**src/hw/rtl/fcfs_pkg.sv**
```systemverilog
// ----------------------------------------------------------------------------
// fcfs_pkg
// Shared constants and types for the arrival-order dispatch block.
// ----------------------------------------------------------------------------
package fcfs_pkg;

  // fixed widths of the port fields
  localparam int PORT_TIME_W = 16;
  localparam int PORT_ID_W   = 5;

  // per-cycle strobes for the entry store
  typedef struct packed {
    logic we;
    logic re;
  } store_ctl_t;

endpackage

```
**src/hw/rtl/fcfs_store.sv**
```systemverilog
// ----------------------------------------------------------------------------
// fcfs_store
// Entry memory for the sorted process list: one write port and one
// registered read port.
// ----------------------------------------------------------------------------
module fcfs_store import fcfs_pkg::*; #(
  parameter int DEPTH  = 16,
  parameter int DATA_W = 37,
  parameter int ADDR_W = $clog2(DEPTH)
) (
  input  logic              clk,
  input  store_ctl_t        ctl,
  input  logic [ADDR_W-1:0] waddr,
  input  logic [DATA_W-1:0] wdata,
  input  logic [ADDR_W-1:0] raddr,
  output logic [DATA_W-1:0] rdata
);

  logic [DATA_W-1:0] mem [DEPTH];

  always_ff @(posedge clk) begin
    if (ctl.we) begin
      mem[waddr] <= wdata;
    end
  end

  always_ff @(posedge clk) begin
    if (ctl.re) begin
      rdata <= mem[raddr];
    end
  end

endmodule

```
**src/hw/rtl/fcfs_arrival_order_dispatch.sv**
```systemverilog
// ----------------------------------------------------------------------------
// fcfs_arrival_order_dispatch
// Collects a batch of processes into a list sorted by arrival time and
// dispatches them in first-come-first-served order on the batch end.
// ----------------------------------------------------------------------------
// Load: a request writes its entry after moving up each held entry with a
// later arrival, one slot at a time, through the single memory port pair and
// the one arrival compare. A request that finds the store full is dropped.
// Dispatch of N entries: one read per cycle, results registered in list order
// once the load ends; busy stays high until the last read is issued. Results cannot
// be stalled. Synchronous reset empties the list and clears the overflow flag.
module fcfs_arrival_order_dispatch import fcfs_pkg::*; #(
  parameter int MAX_PROCS = 16,
  parameter int TIME_BITS = 16
) (
  input  logic                   clk,
  input  logic                   rst,
  input  logic                   start,
  output logic                   busy,
  input  logic [PORT_TIME_W-1:0] arrival_time,
  input  logic [PORT_TIME_W-1:0] burst_time,
  input  logic                   batch_end,
  output logic                   dispatch_valid,
  output logic [PORT_ID_W-1:0]   process_id,
  output logic [PORT_TIME_W-1:0] arrival_out,
  output logic [PORT_TIME_W-1:0] burst_out,
  output logic                   last_dispatch,
  output logic                   overflowed
);

  localparam int IDX_W  = $clog2(MAX_PROCS);
  localparam int CNT_W  = $clog2(MAX_PROCS + 1);
  localparam int DATA_W = CNT_W + 2 * TIME_BITS;

  localparam logic [1:0] S_IDLE = 2'd0;
  localparam logic [1:0] S_CMP  = 2'd1;
  localparam logic [1:0] S_DISP = 2'd2;

  logic [1:0]           state, state_next;
  logic [CNT_W-1:0]     held, held_next;
  logic                 ovf, ovf_next;
  logic [IDX_W-1:0]     pos, pos_next;
  logic [IDX_W-1:0]     k, k_next;
  logic [TIME_BITS-1:0] arr_q, arr_next;
  logic [TIME_BITS-1:0] bur_q, bur_next;
  logic                 last_q, last_next;
  logic                 out_valid, out_valid_next;
  logic                 out_last, out_last_next;
  logic                 out_ovf, out_ovf_next;

  store_ctl_t           ctl;
  logic [IDX_W-1:0]     waddr, raddr;
  logic [DATA_W-1:0]    wdata, rdata;
  logic [CNT_W-1:0]     rd_id;
  logic [TIME_BITS-1:0] rd_arr, rd_bur;
  logic [31:0]          arr_in_w, bur_in_w;
  logic [31:0]          id_w, arr_w, bur_w;
  logic                 full;

  assign arr_in_w = 32'(arrival_time);
  assign bur_in_w = 32'(burst_time);
  assign {rd_id, rd_arr, rd_bur} = rdata;
  assign full = (held == CNT_W'(MAX_PROCS));

  fcfs_store #(
    .DEPTH  (MAX_PROCS),
    .DATA_W (DATA_W)
  ) u_store (
    .clk   (clk),
    .ctl   (ctl),
    .waddr (waddr),
    .wdata (wdata),
    .raddr (raddr),
    .rdata (rdata)
  );

  always_comb begin
    state_next     = state;
    held_next      = held;
    ovf_next       = ovf;
    pos_next       = pos;
    k_next         = k;
    arr_next       = arr_q;
    bur_next       = bur_q;
    last_next      = last_q;
    out_valid_next = 1'b0;
    out_last_next  = 1'b0;
    out_ovf_next   = out_ovf;
    ctl            = '0;
    waddr          = pos;
    wdata          = {held + 1'b1, arr_q, bur_q};
    raddr          = k;
    case (state)
      S_IDLE: begin
        if (start) begin
          arr_next  = arr_in_w[TIME_BITS-1:0];
          bur_next  = bur_in_w[TIME_BITS-1:0];
          last_next = batch_end;
          if (full) begin
            ovf_next = 1'b1;
            if (batch_end) begin
              k_next     = '0;
              state_next = S_DISP;
            end
          end else begin
            pos_next   = held[IDX_W-1:0];
            raddr      = held[IDX_W-1:0] - 1'b1;
            ctl.re     = (held != '0);
            state_next = S_CMP;
          end
        end
      end
      S_CMP: begin
        // move the later-arriving neighbor up while prefetching the next one
        if (pos != '0 && rd_arr > arr_q) begin
          ctl.we   = 1'b1;
          wdata    = rdata;
          pos_next = pos - 1'b1;
          ctl.re   = 1'b1;
          raddr    = pos - IDX_W'(2);
        end else begin
          ctl.we    = 1'b1;
          held_next = held + 1'b1;
          if (last_q) begin
            k_next     = '0;
            state_next = S_DISP;
          end else begin
            state_next = S_IDLE;
          end
        end
      end
      S_DISP: begin
        ctl.re         = 1'b1;
        out_valid_next = 1'b1;
        out_ovf_next   = ovf;
        if (CNT_W'(k) + 1'b1 == held) begin
          out_last_next = 1'b1;
          held_next     = '0;
          ovf_next      = 1'b0;
          state_next    = S_IDLE;
        end else begin
          k_next = k + 1'b1;
        end
      end
      default: begin
        state_next = S_IDLE;
      end
    endcase
  end

  always_ff @(posedge clk) begin
    if (rst) begin
      state     <= S_IDLE;
      held      <= '0;
      ovf       <= 1'b0;
      out_valid <= 1'b0;
      out_last  <= 1'b0;
      out_ovf   <= 1'b0;
    end else begin
      state     <= state_next;
      held      <= held_next;
      ovf       <= ovf_next;
      out_valid <= out_valid_next;
      out_last  <= out_last_next;
      out_ovf   <= out_ovf_next;
    end
  end

  always_ff @(posedge clk) begin
    pos    <= pos_next;
    k      <= k_next;
    arr_q  <= arr_next;
    bur_q  <= bur_next;
    last_q <= last_next;
  end

  assign id_w  = 32'(rd_id);
  assign arr_w = 32'(rd_arr);
  assign bur_w = 32'(rd_bur);

  assign busy           = (state != S_IDLE);
  assign dispatch_valid = out_valid;
  assign process_id     = id_w[PORT_ID_W-1:0];
  assign arrival_out    = arr_w[PORT_TIME_W-1:0];
  assign burst_out      = bur_w[PORT_TIME_W-1:0];
  assign last_dispatch  = out_last;
  assign overflowed     = out_ovf;

  // list never grows past capacity
  a_held_bound: assert property (@(posedge clk) disable iff (rst)
    held <= CNT_W'(MAX_PROCS))
    else $error("held count above capacity");

  // a request that fits always goes through the insertion scan
  a_load_scan: assert property (@(posedge clk) disable iff (rst)
    (start && !busy && !full) |=> (state == S_CMP))
    else $error("accepted request skipped insertion");

  // final result closes the run: list emptied, no further strobe
  a_run_end: assert property (@(posedge clk) disable iff (rst)
    (dispatch_valid && last_dispatch) |-> (held == '0 && !ovf && state == S_IDLE))
    else $error("dispatch run did not close");

  // insertion only happens with a free slot
  a_cmp_room: assert property (@(posedge clk) disable iff (rst)
    (state == S_CMP) |-> !full)
    else $error("insertion into a full list");

endmodule
```
**config.mk**
```make
export PLATFORM = sky130hd
export DESIGN_NAME = fcfs_arrival_order_dispatch
export DESIGN_NICKNAME = d
export VERILOG_FILES = /design/src/hw/rtl/fcfs_pkg.sv /design/src/hw/rtl/fcfs_store.sv /design/src/hw/rtl/fcfs_arrival_order_dispatch.sv
export SDC_FILE = /design/constraint.sdc
export NUM_CORES = 1
export LEC_CHECK = 0
export ABC_AREA = 1
export BUFFER_PORTS_ARGS = -buffer_cell sky130_fd_sc_hd__buf_2
export CAP_MARGIN = 5
export CORE_ASPECT_RATIO = 1.5
export CORE_MARGIN = 4
export CORE_UTILIZATION = 60
export DETAILED_ROUTE_END_ITERATION = 6
export PLACE_DENSITY = 0.88
export REMOVE_ABC_BUFFERS = 1
export SLEW_MARGIN = 10
export SYNTH_ARGS = -nofsm -noshare
export SYNTH_HDL_FRONTEND = slang
export SYNTH_SLANG_ARGS = --single-unit
```
**constraint.sdc**
```tcl
create_clock -name clk -period 6.5 [get_ports clk]
set_clock_uncertainty 0.05 [all_clocks]
set_input_delay 0.975 -clock clk [delete_from_list [all_inputs] [get_ports clk]]
set_output_delay 0.975 -clock clk [all_outputs]
set_load 0.005 [all_outputs]
```
# Word level (Yosys, flattened, before mapping)
# Memories as Yosys holds them, arrays and structs flattened. A register that Yosys moved wholly into a read port is not among the register bits.
# Index checks and enable logic that the tools add are counted.
[word_totals] reg_bits=52 ramBits=592 inputBits=36 out_inout_bits=41 word_cells=90 memories=1
[memory_table] memory="u_store.mem" depth=16 word_bits=37 rd=1 rd_clocked_by_memory_dff=1 wr=1 line_no="fcfs_store.sv:19" text="logic [DATA_W-1:0] mem [DEPTH];"
[op_classes] n_addsub=6 n_lt_le_gt_ge=1 eq_ne=14 muxes=40 bitwise=1 n_reduce_logical=16
[op_table] operator="$mux W37" n=2
[op_table] operator="$mux W4" n=12
[op_table] operator="$ne A2 B2 Y1 const B" n=9
[op_table] operator="$gt A16 B16 Y1" n=1
[op_table] operator="$pmux W4 S2" n=2
[op_table] operator="$mux W2" n=6
[op_table] operator="$pmux W4 S3" n=1
[op_table] operator="$reduce_and A4 Y1" n=3
[op_table] operator="$mux W1" n=11
[op_table] operator="$mux W5" n=2
[op_table] operator="$pmux W5 S2" n=1
[op_table] operator="$reduce_bool A2 Y1" n=4
[op_table] operator="$sub A4 B1 Y4 const B" n=2
[op_table] operator="$reduce_and A7 Y1" n=1
[op_table] operator="$pmux W2 S3" n=1
[op_table] operator="$add A4 B1 Y5 const B" n=1
[op_table] operator="$add A5 B1 Y5 const B" n=1
[op_table] operator="$eq A5 B5 Y1" n=1
[op_table] operator="$eq A5 B5 Y1 const B" n=1
[op_table] operator="$reduce_bool A5 Y1" n=1
[op_table] operator="$add A4 B1 Y4 const B" n=1
[op_table] operator="$reduce_bool A4 Y1" n=1
[op_table] operator="$sub A4 B2 Y4 const B" n=1
[op_table] operator="$ne A3 B3 Y1 const B" n=1
[op_table] operator="11 further kinds" n=11

# Logic depth before layout (Yosys ltp)
[logic_depth] ltp_word=4 mapped_depth=23

# Modules after synthesis
# From an unflattened synthesis, not the netlist that was laid out.
[unflattened] hier_cells=2845 hier_area_um2=29894.9
[by_module_without_submodules] mod="fcfs_store" instances=1 cells_per_inst=2446 area_each_um2=26575.5 seq_area_each_um2=18888.1
[by_module_without_submodules] mod="fcfs_arrival_order_dispatch" instances=1 cells_per_inst=399 area_each_um2=3319.4 seq_area_each_um2=1451.4

# Worst setup path before layout
# Ideal clock, no wire load.
[synth_timing] path_kind="in2reg" start="input start" end="register u_store.rdata[0] (read register of u_store.mem) (enable)" setup_ns=0.560 arrival_ns=5.375 slack_ns=0.515 stages=2 n_path_buf=0 cell_sequence="inv_1 > o311ai_0"
[synth_rtl] element="start, declared" line_no="fcfs_arrival_order_dispatch.sv:18" text="input logic start,"
[synth_rtl] element="end, declared" line_no="fcfs_store.sv:16" text="output logic [DATA_W-1:0] rdata"

# Worst setup path after layout
[layout_timing] start="register u_store.rdata[29] (read register of u_store.mem)" end="register u_store.rdata[18] (read register of u_store.mem) (data pin)"
[layout_between] elab_chain_len=4 word_cells_on_any_way=6 cone_classes="order compare (1); mux (4); reduce/logical (1)"
[layout_lines] element="$gt A16 B16 Y1 (*)" line_no="fcfs_arrival_order_dispatch.sv:115" text="if (pos != '0 && rd_arr > arr_q) begin"
[layout_lines] element="$logic_and A1 B1 Y1 (*)" line_no="fcfs_arrival_order_dispatch.sv:115"
[layout_lines] element="$mux W1 / $mux W4 (equally long branches)" line_no="fcfs_arrival_order_dispatch.sv:115"
[layout_lines] element="$pmux W1 S3 / $pmux W4 S2 (equally long branches)" line_no="fcfs_arrival_order_dispatch.sv:93" text="case (state)"
# Mark *: on every way between the ends. The rest lies on a longest branch, timed or not.
# A chain may end at the register's enable or synchronous reset.

==> metrics <==
DR vias between 20000 and 25000; H-Tree Depth 2; worst slew pin tran about 1.3 ns; max-slew violations 0; non-filler cells in the finished layout about 3500; Starting Density 0.609; # diodes 0; clock period minus worst slack approximately 4.7 ns; #FFs+latches synth roughly 680; post-DR vias/cell between 6 and 7; Post-synth EDFFs 670; largest net degree at the start of global routing ~260; RSZ-0062 raised after global routing no; Synth area leaders edfxtp_1 (68%), nand3_1 (11%), nand2_1 (9.7%); Tcrit/Tclk final 0.730; post-synth top area share 0.677; Post-DP HPWL around 40000 um; Seq/Total Area, Yosys 0.684; violated checks DRC; worst-skew pair later-pin latency around 0.62 ns; GRT overflow 0; Fin. Hold Viols 0; total power roughly 12 mW; 1st-iter DRT viols between 3000 and 4000; maximum vdd drop about 0.36 mV; Setup Crit Path Kind register to register; Largest stage delay, worst path 0.88 ns; CP Capture Type register; CTS tree done; layout cells sized above 1 0.0867; drt first pass iters 7; setup bufs post-CTS 0; worst-path maximum fanout between 70 and 80; HP Class register to register; GPL Wtd Cong around 0.87; pre-CTS setup slack 1.93 ns; Setup TNS Final 0 ns; fin area roughly 33000 um^2; worst setup margin about 1.8 ns; cts hold-fix bufs 0; Layout Utilization 0.668; family with the most delay on the worst path simple AND/OR/NAND/NOR gates; fin nets approximately 2900; Max-slew headroom 0.132; clock slew at reported path FFs approximately 0.070 ns; Post-Syn Instances ~2800; ys async rst share 0; Resized Gates After CTS 0; Synth Flop Type edfxtp_1; Top Ports 77; initial antenna violation count 0; Max-Cap Viols 0; slowest CP cell buf_4; Lkg Pwr around 13 nW; status complete, but fails checks; Num CTS Buffers 58; area of the mapped netlist roughly 30000 um^2; CP arrival 5.06 ns; Antenna Nets Post-Route 0; # DRC 10; core area approximately 49000 um^2; Rows 99; crit-path cells ha_1, nand2_1, nor2_1, nand4_1, clkinv_1, nand2_1, nand2_1, nand3_2, o22ai_1, nand2_1, nand2_2, buf_4, nand3_1, nand3_1, nand2_1; Worst EP required 6.82 ns; startpoint types register; Die W roughly 190 um; TritonCTS sink count a little under 700; wire per inst between 20 and 25 um; DIE HEIGHT 281 um; Tot GR Track Use 0.293; number of synthesis warnings 0; most used cell, CP nand2_1; hold slack around 0.42 ns; CP bufs+invs 2; first-pass GRT wire length 120000 um; Placed Cells approximately 3400; dpl cell area 30700 um^2; PortBufs 76; clk buf depth 3; CTS Root Buffer Type clkbuf_16; Total Routed Length around 79000 um; number of global-route vias before repair about 22000; setup violators final 0; Max Clock Freq approximately 0.21 GHz; Mean Syn Cell Area approximately 11 um^2; Die Area 53300 um^2; Area growth syn-to-layout 9.60%; Cell Pwr Density approximately 360 nW/um^2; cell taking the most area after synthesis edfxtp_1; Synth cell types 36
synthesized netlist by cell type (2+ instances only):
library cell / count
a211oi_1: 2
a21oi_1: 15
a21oi_2: 2
buf_1: 12
buf_2: 77
buf_4: 15
buf_6: 11
clkbuf_1: 46
clkinv_1: 3
dfxtp_1: 11
edfxtp_1: 670
ha_1: 27
inv_1: 335
inv_2: 5
nand2_1: 770
nand2_2: 3
nand3_1: 673
nand3_2: 2
nand4_1: 6
nor2_1: 44
nor3_1: 4
o21ai_0: 24
xnor2_1: 3
xor2_1: 7
worst min-delay path: stages, from the launching register on:
cell and delay [ns]:
dfxtp_1 0.31, nand2_1 0.06, a21oi_1 0.05
where the power goes:
part	leakage [nW]	switching (mW)	internal (mW)	total, mW
clock	0.920	1.58	1.91	3.48
combinational	6.23	2.14	0.787	2.92
sequential	6.18	0.124	5.31	5.43
sequential cells by signal (all words and copies together) (netlist names):
| signal | cells |
|---|---|
| u_store.rdata | 37 |
| pos | 4 |
| k | 4 |
| overflowed | 1 |
| ovf | 1 |
| state | 2 |
| held | 5 |
| bur_q | 16 |
| dispatch_valid | 1 |
| u_store.mem | 592 |
| arr_q | 16 |
| last_dispatch | 1 |
| last_q | 1 |
path summary, 6_finish.rpt:
path	startpoint	end	slack, ns	depth (start not counted)
max reg2reg	u_store.rdata[29]$_DFFE_PP_	u_store.rdata[18]$_DFFE_PP_	1.76	15
min reg2reg	ovf$_SDFFE_PP0P_	overflowed$_SDFFE_PP0P_	0.42	2
min	ovf$_SDFFE_PP0P_	overflowed$_SDFFE_PP0P_	0.42	2
max	u_store.rdata[29]$_DFFE_PP_	u_store.rdata[18]$_DFFE_PP_	1.76	15
kinds of logic after synthesis:
| family | count (synthesis) | synth area share |
|---|---|---|
| DFF | 681 | 0.684 |
| adders and majority gates | 27 | 0.0114 |
| buffers and inverters | 505 | 0.0720 |
| AOI/OAI and AO/OA | 48 | 0.00896 |
| xor gates and xnor gates | 10 | 0.00295 |
| and+or+nand+nor | 1508 | 0.221 |
final cells by class:
cell class	instances	area, um^2
multi-input combinational	1593	7440
clock inverter	43	388
tap	656	821
inverter	343	1290
fill	3151	16200
timing repair buffer	124	816
clock buffer	66	1500
sequential	681	20300
layer usage:
metal | part of all wire | up-vias | track usage
met4 | 0.064 | 0 | 0.167
li1 | - | 9395 | -
met1 | 0.32 | 10100 | 0.366
met3 | 0.13 | 403 | 0.0577
met2 | 0.49 | 1901 | 0.483
met5 | 0 | - | 0
placed cells by master, fill, tap and decap left out, types with 15 or more instances in the layout:
| master | instances |
|---|---|
| buf_4 | 42 |
| ha_1 | 27 |
| buf_2 | 76 |
| edfxtp_1 | 670 |
| nand3_1 | 672 |
| nor2_1 | 27 |
| o21ai_0 | 21 |
| a21oi_1 | 15 |
| clkinv_1 | 20 |
| inv_1 | 334 |
| clkbuf_16 | 59 |
| nand2_1 | 768 |
| nor2_4 | 17 |
(Power assumes the default switching activity.)
